$ cat src/rtl/tcw_pkg.sv
// Shared types, constants and the helper function of the text console writer.
package tcw_pkg;

  // Screen geometry and tab spacing.
  localparam int COLUMNS  = 80;
  localparam int ROWS     = 25;
  localparam int TAB_STEP = 4;
  localparam int CELLS    = COLUMNS * ROWS;
  localparam int ADDR_W   = $clog2(CELLS);

  // Cursor register widths and their one-bit-wider working copies.
  localparam int ROW_W  = 5;
  localparam int COL_W  = 7;
  localparam int ROWX_W = ROW_W + 1;
  localparam int COLX_W = COL_W + 1;

  // First cell of the bottom row and the last destination of a scroll copy.
  localparam int BOTTOM_START = (ROWS - 1) * COLUMNS;
  localparam int SCROLL_LAST  = BOTTOM_START - 1;

  // Field widths of the channels.
  localparam int KIND_W = 2;
  localparam int CHAR_W = 8;
  localparam int RADDR_W = 11;
  localparam int POS_W  = 11;
  localparam int CELL_W = 16;
  localparam int ATTR_W = 8;

  // Configuration port.
  localparam int CFG_ADDR_W = 3;
  localparam int CFG_DATA_W = 32;
  localparam logic [0:0] REG_TEXT_ATTR = 1'b0;
  localparam logic [ATTR_W-1:0] TEXT_ATTR_RESET = 8'h07;

  // Item kinds.
  localparam logic [KIND_W-1:0] KIND_PUT   = 2'd0;
  localparam logic [KIND_W-1:0] KIND_CLEAR = 2'd1;
  localparam logic [KIND_W-1:0] KIND_READ  = 2'd2;

  // Control characters.
  localparam logic [CHAR_W-1:0] CH_BACKSPACE = 8'h08;
  localparam logic [CHAR_W-1:0] CH_TAB       = 8'h09;
  localparam logic [CHAR_W-1:0] CH_NEWLINE   = 8'h0A;

  // A blank cell is a space on light grey.
  localparam logic [CELL_W-1:0] BLANK_CELL = 16'h0720;

  typedef struct packed {
    logic [KIND_W-1:0]  kind;
    logic [CHAR_W-1:0]  char_code;
    logic [RADDR_W-1:0] read_address;
  } in_beat_t;

  typedef struct packed {
    logic [POS_W-1:0]  cursor_pos;
    logic [CELL_W-1:0] read_data;
  } out_beat_t;

  typedef enum logic [2:0] {
    ST_INIT,
    ST_IDLE,
    ST_READ,
    ST_SCROLL,
    ST_SCROLL_END,
    ST_FILL,
    ST_DONE
  } state_t;

  // Linear cell index of a row and column.
  function automatic logic [ADDR_W-1:0] cell_index(input logic [ROW_W-1:0] row,
                                                   input logic [COL_W-1:0] col);
    int idx;
    idx = int'(row) * COLUMNS + int'(col);
    return ADDR_W'(idx);
  endfunction

endpackage

$ cat src/rtl/tcw_apb_regs.sv
// APB-style configuration register file holding the text attribute.
module tcw_apb_regs (
  input  logic                            clk,
  input  logic                            rst_n,
  input  logic                            psel,
  input  logic                            penable,
  input  logic                            pwrite,
  input  logic [tcw_pkg::CFG_ADDR_W-1:0]  paddr,
  input  logic [tcw_pkg::CFG_DATA_W-1:0]  pwdata,
  output logic [tcw_pkg::CFG_DATA_W-1:0]  prdata,
  output logic                            pready,
  output logic [tcw_pkg::ATTR_W-1:0]      text_attr
);
  import tcw_pkg::*;

  logic [ATTR_W-1:0] text_attr_r;
  logic [ATTR_W-1:0] text_attr_nxt;
  logic              wr_hit;

  assign pready = 1'b1;
  assign wr_hit = psel && penable && pwrite && (paddr[2] == REG_TEXT_ATTR);

  always_comb begin
    text_attr_nxt = text_attr_r;
    if (wr_hit) begin
      text_attr_nxt = pwdata[ATTR_W-1:0];
    end
  end

  always_ff @(posedge clk) begin
    if (!rst_n) begin
      text_attr_r <= TEXT_ATTR_RESET;
    end else begin
      text_attr_r <= text_attr_nxt;
    end
  end

  always_comb begin
    prdata = '0;
    if (paddr[2] == REG_TEXT_ATTR) begin
      prdata = CFG_DATA_W'(text_attr_r);
    end
  end

  assign text_attr = text_attr_r;

endmodule

$ cat config.mk
export PLATFORM = sky130hd
export DESIGN_NAME = tcw_apb_regs
export DESIGN_NICKNAME = d
export VERILOG_FILES = /design/src/rtl/tcw_pkg.sv /design/src/rtl/tcw_apb_regs.sv
export SDC_FILE = /design/constraint.sdc
export NUM_CORES = 1
export LEC_CHECK = 0
export ABC_AREA = 1
export ABC_CLOCK_PERIOD_IN_PS = 800
export BUFFER_PORTS_ARGS = -buffer_cell sky130_fd_sc_hd__buf_2
export CORE_AREA = 2 2 52 54
export CTS_CLUSTER_DIAMETER = 50
export DETAILED_ROUTE_END_ITERATION = 8
export DIE_AREA = 0 0 54 56
export PLACE_DENSITY_LB_ADDON = 0.3
export SLEW_MARGIN = 0
export SYNTH_ARGS = -nofsm -noshare
export SYNTH_HDL_FRONTEND = slang
export SYNTH_SLANG_ARGS = --single-unit
$ cat constraint.sdc
create_clock -name clk -period 0.8 [get_ports clk]
set_input_delay 0.16 -clock clk [delete_from_list [all_inputs] [get_ports clk]]
set_output_delay 0.16 -clock clk [all_outputs]
set_load 0.02 [all_outputs]
* Yosys cells after proc, flatten, opt, wreduce, memory -nomap -nowiden *
Cells that the tools add are included.
W data, S select, Z words.

operators by class
  reduce and logical (&&, ||, !) cells = 3
  add/subtract/negate cells = 0
  multiplexer cells = 1
  shift operators = 0
  equal/unequal tests = 0
  bitwise operators = 1
  divide/modulo/power cells = 0
  multiply operators = 0
  magnitude comparators = 0

operator list
  kind                 number
  $mux W8              1
  $logic_and A1 B1 Y1  3
  $not A1 Y1           1

word-level totals
  memories kept = 0
  input bits = 40
  register bits = 8
  ROM bits = 0
  output and inout bits = 41
  latch bits = 0
  memory bits (writable) = 0

* Depth between registers and ports, before layout *
Gate-level depths: netlist (run 1).

  depth after elaboration = 3
  mapped depth = 6

* Least setup slack after synthesis (run 1) *
OpenSTA, ideal clock, no wires.

  path type = register to output
  start = register text_attr_r[3] (netlist: text_attr[3])
  end = output prdata[3] (netlist bit)
  path buffers = 0
  setup slack = -158 ps
  cell stages (with the launch flop) = 3
  arrival time = 798 ps
  cells stage by stage = dfxtp_1 -> inv_1 -> nor2_1

on the way
  longest elaborated chain between the ends = 1

ends and longest elaborated chain
  item                      line                RTL
  start: declaration        tcw_apb_regs.sv:16  logic [ATTR_W-1:0] text_attr_r;
  start signal: assignment  tcw_apb_regs.sv:34  text_attr_r <= text_attr_nxt;
  $mux W8                   tcw_apb_regs.sv:40  if (paddr[2] == REG_TEXT_ATTR) begin
  end: declaration          tcw_apb_regs.sv:10  output logic [tcw_pkg::CFG_DATA_W-1:0] prdata,

No other way between the ends.

* Final worst setup path (run 1) *
  start = register text_attr_r[1] (netlist: text_attr[1])
  end = output prdata[1] (netlist bit)

The elaborated chain is that of the path after synthesis.

==> results of run 1 <==
==> worst reg2reg max path, stage by stage (launching register included) <==
cell and delay, ns:
dfxtp_2 0.32, buf_6 0.11, buf_6 0.10, buf_6 0.10, nor2_4 0.06, nor2_1 0.04
==> cells by family after synthesis <==
logic type | after synthesis
buffers and inverters | 43
AND/OR/NAND/NOR | 42
flip-flops | 8
other | 2
==> area by class of cell <==
| class | count | area, um^2 | share of cell area, % |
|---|---|---|---|
| flip-flops and latches | 8 | 172.7 | 17.19 |
| inverters | 16 | 63.81 | 6.351 |
| clock buffers | 3 | 22.52 | 2.242 |
| multi-input cells | 67 | 357.8 | 35.62 |
| well taps | 30 | 37.54 | 3.736 |
| repair buffers | 42 | 350.3 | 34.87 |
==> metrics by stage <==
| stage | setup TNS [ns] | utilization, % | hold slack [ns] | setup WS [ns] | instance area (um^2) |
|---|---|---|---|---|---|
| 2_1_floorplan | 0 | - | 0.2861 | 0.001525 | 778.2 |
| 3_3_place_gp | -1.416 | 32.05 | 0.3810 | -0.1585 | 779.5 |
| 3_5_place_dp | -1.598 | 32.05 | 0.3778 | -0.1685 | 779.5 |
| 4_1_cts | -2.578 | 38.84 | 0.1131 | -0.2083 | 944.7 |
| 5_1_grt | -3.174 | 41.31 | 0.1335 | -0.2486 | 1005 |
| 6_report | -2.510 | 41.31 | 0.1248 | -0.2055 | 1005 |
==> metal layers <==
layer  wire (um)  global-route usage (%)  share of wire (%)
met1         466                   8.130                 34
met2         800                   16.20                 58
met3         100                   3.226                7.2
met4          20                   5.357                1.4
met5           0                       0                  0
==> cell usage after synthesis (all sizes together) <==
cell    count
buf        26
nor2       20
inv        15
nand2      14
dfxtp       8
nand3       8
conb        2
clkbuf      1
clkinv      1
==> power groups by stage <==
stage | Sequential, mW | Clock, mW | Combinational (mW)
2_1_floorplan | 0.452 | 0 | 0.322
4_1_cts | 0.428 | 0.314 | 0.382
3_5_place_dp | 0.436 | 0 | 0.326
6_report | 0.427 | 0.297 | 0.403
5_1_grt | 0.429 | 0.333 | 0.435
3_3_place_gp | 0.435 | 0 | 0.322
==> what timing repair did <==
item	in CTS	in global routing
setup buffers	8	2
pin swaps	2	3
gates resized for setup	31	14
hold buffers	0	0
setup endpoints to repair	16	17
==> cells in the final DEF, fill, tap and decap left out, types with 3 or more instances in the layout <==
master    count
buf_4        11
conb_1       25
inv_1         9
nor2_4        7
nor2_1        5
nand2_1      12
nand3_1       8
dfxtp_2       7
clkbuf_4      3
buf_6        18
inv_2         5
buf_2        13
nor2_2        7
==> worst paths after layout <==
path                startpoint      endpoint  cells past startpoint
setup / recovery  text_attr[1]     prdata[1]                      3
hold / removal       pwdata[2]  text_attr[2]                      3
setup reg to reg  text_attr[4]  text_attr[4]                      5
hold reg to reg   text_attr[0]  text_attr[0]                      2
==> flow_summary.json, run 1 <==
{
  "status": "finished with violations",
  "violations": "setup timing",
  "cp.arrival_ns": 0.85,
  "timing_worst_setup_path_type": "reg2out",
  "synth.area.mux_share_pct": 0,
  "nets": 178,
  "rrSetupSlack_ns": -0.04,
  "io_pins": 81,
  "fin_crit_ns": 1.006,
  "pwr-share-clk_pct": 26.3,
  "routed_wl_mm": 1.387,
  "drtAntennaViolNets": 0,
  "cts_tree": "built",
  "cpPeakStageDelay_ns": 0.35,
  "ys_warn_count": 0,
  "timing.final.ws_setup_ns": -0.2055,
  "syn_inst": 95,
  "final_cells": 166,
  "synthAdderAreaFrac_pct": 0,
  "fmax_ghz": 0.9945,
  "cpLargestDelayFamily": "flip-flops",
  "clkTransAtPathRegs_ns": 0.05,
  "power.internal_uw": 732.7,
  "largest_reg_flops": 8,
  "synth_seq_cells": 8,
  "drive_above_1_share_pct": 56.62,
  "antenna_found_initial": 0,
  "post-route-period-util_pct": 125.7,
  "fillers": 253,
  "p_comb_share_pct": 35.7,
  "dieArea_um2": 3024,
  "grt_max_degree": 9,
  "coreArea_um2": 2432,
  "setup_viol": 17,
  "clock_latency_ns": 0.25,
  "cts_root_buf": "clkbuf_4",
  "place_inst": 153,
  "leakagePower_nw": 0.5669,
  "hold_class": "in2reg",
  "final_max_slew_viol_count": 0,
  "synth_top_family_by_area": "buffers and inverters",
  "required_ns": 0.64,
  "synth-xor-area-share_pct": 0,
  "viasPerCell": 3.657,
  "avgSynthCellArea_um2": 6.809,
  "n_antenna_cell": 0,
  "syn_area_um2": 646.9,
  "gp_congestion": 0.7544,
  "p_sw_share_pct": 34.97,
  "drv_cap": 0,
  "peakVddDrop_uv": 524.5,
  "wl_per_cell_um": 8.355,
  "numCtsBuffers": 3,
  "port_buffers": 29,
  "critPathLaunchType": "register",
  "start_util_pct": 26.59,
  "path_cells": "inv_2 > nor2_4 > buf_6",
  "rsz0062_at_grt": "true",
  "clk_path_buf_depth": 2,
  "clock_skew_ns": 0,
  "setup.worst_path.end_class": "output port",
  "grt_pass1_wl_mm": 1.897,
  "yosys.area.top_type": "buf_4",
  "ys_types": 15,
  "synthSimpleGateAreaFrac_pct": 33.08,
  "synth_area_leaders": "buf_4 (29%), dfxtp_1 (25%), inv_1 (8.7%)",
  "h-tree-depth": 1,
  "place_hpwl_mm": 1.033,
  "drt_first_pass_iters": 4,
  "power_density_nw_per_um2": 1121,
  "vias": 607,
  "critPathBufInv": 2,
  "grt_use_total_pct": 8.999,
  "die_h_um": 56,
  "synth-compound-area-share_pct": 0,
  "grt_pass1_vias": 473,
  "drt_iter0_drc": 4,
  "cts_num_sinks": 8,
  "area_growth_pct": 55.32,
  "rows": 18,
  "ys_seq_area_share_pct": 24.76,
  "die_width_um": 54,
  "route.detailed.drc": 0,
  "p_total_mw": 1.127,
  "slowest_stage": "dfxtp_2",
  "hold_violations": 0,
  "sequentialPowerShare_pct": 37.9,
  "path_max_fanout": 3,
  "overflow": 0,
  "yosys.area.top_type_share_pct": 29.01,
  "p_sw_uw": 394.1
}
Note: power is estimated with default switching activity, not from simulation.
==> run 2: changes to the inputs <==
--- a/config.mk
+++ b/config.mk
@@ -6,12 +6,12 @@
 export NUM_CORES = 1
 export LEC_CHECK = 0
 export ABC_AREA = 1
-export ABC_CLOCK_PERIOD_IN_PS = 800
+export ABC_CLOCK_PERIOD_IN_PS = 1300
 export BUFFER_PORTS_ARGS = -buffer_cell sky130_fd_sc_hd__buf_2
-export CORE_AREA = 2 2 52 54
+export CORE_AREA = 2 2 47 49
 export CTS_CLUSTER_DIAMETER = 50
 export DETAILED_ROUTE_END_ITERATION = 8
-export DIE_AREA = 0 0 54 56
+export DIE_AREA = 0 0 49 51
 export PLACE_DENSITY_LB_ADDON = 0.3
 export SLEW_MARGIN = 0
 export SYNTH_ARGS = -nofsm -noshare
==> constraint.sdc (replaced) <==
create_clock -name clk -period 1.3 [get_ports clk]
set_input_delay 0.26 -clock clk [delete_from_list [all_inputs] [get_ports clk]]
set_output_delay 0.26 -clock clk [all_outputs]
set_load 0.02 [all_outputs]
==> flow_summary.json, run 2 (synthesis results as in run 1) <==
{
  "endpoint": "prdata[7]",
  "peakVddDrop_uv": 312.6,
  "critPathLaunchType": "register",
  "routed_wl_mm": 1.101,
  "grt_pass1_wl_mm": 1.800,
  "post_cts_buffers": 0,
  "drv_cap": 0,
  "rrSetupSlack_ns": 0.73,
  "timing.rr.end": "text_attr[7]",
  "rows": 17,
  "overflow": 0,
  "hold_buffers": 0,
  "clk_path_buf_depth": 2,
  "path_cells": "inv_1 > nor2_1 > buf_2",
  "worstRegToRegCells": 2,
  "drt_iter0_drc": 4,
  "grt_use_total_pct": 9.308,
  "die_width_um": 49,
  "n_antenna_cell": 0,
  "critPathBufInv": 2,
  "setup_viol": 0,
  "path_max_fanout": 3,
  "reg2reg_from": "text_attr[7]",
  "final_max_slew_viol_count": 0,
  "slowest_stage": "dfxtp_1",
  "holdWs_ns": 0.2241,
  "fmax_ghz": 0.8596,
  "antenna_found_initial": 0,
  "required_ns": 1.04,
  "start_util_pct": 31.35,
  "viasPerCell": 3.477,
  "cpPeakStageDelay_ns": 0.36,
  "gp_congestion": 0.6786,
  "power_density_nw_per_um2": 853.2,
  "io_pins": 81,
  "dieArea_um2": 2499,
  "cts_num_sinks": 8,
  "route.detailed.drc": 0,
  "mostFrequentLayoutCell": "buf_2",
  "fin_crit_ns": 1.163,
  "cts_tree": "built",
  "place_hpwl_um": 894.2,
  "status": "finished clean",
  "hold_class": "in2reg",
  "clock_latency_ns": 0.25,
  "timing_worst_setup_path_type": "reg2out",
  "layout_common_cells": "buf_2 (29), conb_1 (25), inv_1 (15)",
  "area_growth_pct": 13.15,
  "clkTransAtPathRegs_ns": 0.05,
  "grt_max_degree": 11,
  "die_h_um": 51,
  "hold_violations": 0,
  "drt_first_pass_iters": 4,
  "drtAntennaViolNets": 0,
  "worstSetupStartpoint": "text_attr[7]",
  "clock_skew_ns": 0,
  "cts_resized": 0,
  "rsz0062_at_grt": "false",
  "nets": 165,
  "vias": 525,
  "cpLargestDelayFamily": "flip-flops",
  "grt_pass1_vias": 421,
  "p_total_uw": 624.5,
  "largest_reg_flops": 8,
  "post-route-period-util_pct": 89.49,
  "coreArea_um2": 2063,
  "drive_above_1_share_pct": 34.15,
  "path_depth": 3,
  "cp.arrival_ns": 0.90,
  "h-tree-depth": 1,
  "numCtsBuffers": 3,
  "wl_per_cell_um": 7.291,
  "setup.worst_path.end_class": "output port",
  "leakagePower_nw": 0.4728,
  "cts_root_buf": "clkbuf_4",
  "port_buffers": 29,
  "fin_tns_setup_ns": 0
}
-- run 2: worst register-to-register path: cells and delay by family, from the launching register on --
kind,cells,cell delay [ns]
DFF,1,0.33
and+or+nand+nor,2,0.14
-- run 2: routing by layer --
metal	up-vias	share of wire (%)	global-route usage, %
li1	282	-	-
met3	0	9.7	0.5848
met2	28	53	16.44
met4	0	0	7.143
met5	-	0	0
met1	215	37	10.57
-- run 2: worst min path at each step --
stage / startpoint / endpoint / cells past startpoint
after floorplan: pwdata[0] / text_attr[0] / 2
after global placement: text_attr[0] / text_attr[0] / 2
after detailed placement: text_attr[2] / text_attr[2] / 2
after CTS: pwdata[1] / text_attr[1] / 3
after global routing: pwdata[1] / text_attr[1] / 3
final: pwdata[1] / text_attr[1] / 3
-- run 2: metrics by stage --
step                      area (um^2)  setup WS [ns]  utilization, %  cells
final                           732.0         0.1366           35.48    151
after global routing            732.0        0.03524           35.48    151
after CTS                       732.0         0.1237           35.48    151
after detailed placement        709.4         0.2822           34.38    148
after global placement          709.4         0.3049           34.38    148
after floorplan                 733.2         0.2416               -    118
-- run 2: area by class of cell --
type	instances	area, um^2
well taps	28	35.03
clock buffers	3	22.52
repair buffers	29	145.1
fillers	241	1331
flip-flops and latches	8	160.2
multi-input cells	67	307.8
inverters	16	61.31
-- run 2: power by group --
group / internal, mW / switching, mW / total [mW]
combinational: 0.0447 / 0.137 / 0.181
clock: 0.105 / 0.0768 / 0.182
sequential: 0.254 / 0.00666 / 0.261
==> run 3: changes to the inputs <==
--- a/config.mk
+++ b/config.mk
@@ -13,6 +13,7 @@
 export DETAILED_ROUTE_END_ITERATION = 8
 export DIE_AREA = 0 0 49 51
 export PLACE_DENSITY_LB_ADDON = 0.3
+export SETUP_SLACK_MARGIN = 0.3
 export SLEW_MARGIN = 0
 export SYNTH_ARGS = -nofsm -noshare
 export SYNTH_HDL_FRONTEND = slang
==> flow_summary.json, run 3 (synthesis results as in run 1) <==
{
  "status": "finished clean",
  "nets": 170,
  "clk_path_buf_depth": 2,
  "rrSetupSlack_ns": 0.61,
  "area_growth_pct": 35.20,
  "cts_root_buf": "clkbuf_4",
  "timing.rr.end": "text_attr[6]",
  "drt_iter0_drc": 5,
  "required_ns": 1.04,
  "vias": 568,
  "p_total_uw": 660.7,
  "cts_num_sinks": 8,
  "rsz0062_at_grt": "true",
  "wl_per_cell_um": 7.635,
  "hold_violations": 0,
  "hold_class": "in2reg",
  "critPathLaunchType": "register",
  "setup.worst_path.end_class": "output port",
  "port_buffers": 29,
  "grt_use_total_pct": 9.649,
  "fin_tns_setup_ns": 0,
  "reg2reg_from": "text_attr[6]",
  "place_hpwl_um": 922,
  "start_util_pct": 31.35,
  "drv_cap": 0,
  "grt_max_degree": 11,
  "final_max_slew_viol_count": 0,
  "fin_area_um2": 874.6,
  "grt_pass1_vias": 482,
  "io_pins": 81,
  "slowest_stage": "dfxtp_2",
  "coreArea_um2": 2063,
  "power_density_nw_per_um2": 755.4,
  "rows": 17,
  "grt_pass1_wl_mm": 1.849,
  "leakagePower_nw": 0.5104,
  "antenna_found_initial": 0,
  "post-route-period-util_pct": 85.66,
  "drt_first_pass_iters": 4,
  "path_max_fanout": 3,
  "clkTransAtPathRegs_ns": 0.06,
  "drtAntennaViolNets": 0,
  "final_cells": 156,
  "dpl_worst_slack_ns": 0.2288,
  "routed_wl_mm": 1.191,
  "fillers": 231,
  "drive_above_1_share_pct": 52.34,
  "layout_common_cells": "conb_1 (25), buf_2 (16), nor2_2 (12), nand2_1 (12), inv_1 (11)",
  "fmax_ghz": 0.8980,
  "place_inst": 148,
  "cpLargestDelayFamily": "flip-flops",
  "clock_skew_ns": 0,
  "dpl_cell_area_um2": 729.5,
  "n_antenna_cell": 0,
  "gp_congestion": 0.6569,
  "overflow": 0,
  "path_cells": "inv_2 > nor2_2 > buf_6",
  "worstHoldEndpoint": "text_attr[0]",
  "hold_buffers": 0,
  "cts_tree": "built",
  "cpPeakStageDelay_ns": 0.35,
  "clock_latency_ns": 0.25,
  "route.detailed.drc": 0,
  "hp-start": "pwdata[0]",
  "whs_path_depth": 3,
  "multiInputGateArea_um2": 332.8,
  "peakVddDrop_uv": 272.4,
  "die_width_um": 49,
  "dieArea_um2": 2499,
  "viasPerCell": 3.641,
  "cp.arrival_ns": 0.85,
  "numCtsBuffers": 3,
  "mostFrequentLayoutCell": "conb_1",
  "die_h_um": 51,
  "largest_reg_flops": 8,
  "setup_viol": 0,
  "timing.final.ws_setup_ns": 0.1865,
  "h-tree-depth": 1,
  "fin_crit_ns": 1.114,
  "regArea_um2": 170.2,
  "timing_worst_setup_path_type": "reg2out",
  "critPathBufInv": 2,
  "worstRegToRegCells": 3
}
[run 3: changes by cell type in the layout (fill, tap and decap cells not counted)]
cell | before | now
buf_2 | 29 | 16
buf_4 | 0 | 8
buf_6 | 0 | 10
dfxtp_1 | 8 | 0
dfxtp_2 | 0 | 8
inv_1 | 15 | 11
inv_2 | 0 | 4
nor2_1 | 13 | 5
nor2_2 | 5 | 12
nor2_4 | 1 | 2
[run 3: where the power goes]
part	internal (mW)	leakage (nW)	switching, mW
sequential	0.256	0.0661	0.00716
combinational	0.0681	0.431	0.147
clock	0.105	0.0138	0.0777
[run 3: layout make-up]
cell class / instances / area share (%)
clock buffer: 3 / 2.575
sequential: 8 / 19.46
timing repair buffer: 34 / 28.90
multi-input combinational: 67 / 38.05
inverter: 16 / 7.010
tap: 28 / 4.006
[run 3: worst max path at each step]
stage,start,endpoint,slack [ns],cells past startpoint
2_1_floorplan,text_attr[3],prdata[3],0.31,2
3_3_place_gp,paddr[2],text_attr[1],0.25,6
3_5_place_dp,paddr[2],text_attr[1],0.23,6
4_1_cts,text_attr[0],prdata[0],0.19,3
5_1_grt,text_attr[1],prdata[1],0.12,3
6_report,text_attr[0],prdata[0],0.19,3
[run 3: metal layers]
layer  routed length [um]  global-route usage, %  vias to the layer above
li1                     -                      -                      292
met1                  484                  10.99                      245
met3                  123                  4.094                        0
met2                  583                  15.75                       31
met5                    0                      0                        -
met4                    0                  4.286                        0
[run 3: tightest hold or removal path: cells and delay by family]
kind,cells,cell delay (ns)
and+or+nand+nor,2,0.10
buffers and inverters,1,0.07
[run 3: stage by stage]
stage	hold WS [ns]	util [%]
5_1_grt	0.2357	42.39
2_1_floorplan	0.3862	-
3_5_place_dp	0.4753	35.35
6_report	0.2220	42.39
4_1_cts	0.2148	41.06
3_3_place_gp	0.4780	35.35
[run 3: timing repair]
action	in CTS	in global routing
pin swaps	0	3
endpoints found under the setup margin	16	16
hold endpoints to repair	0	0
setup buffers	5	0
resized for setup	25	11
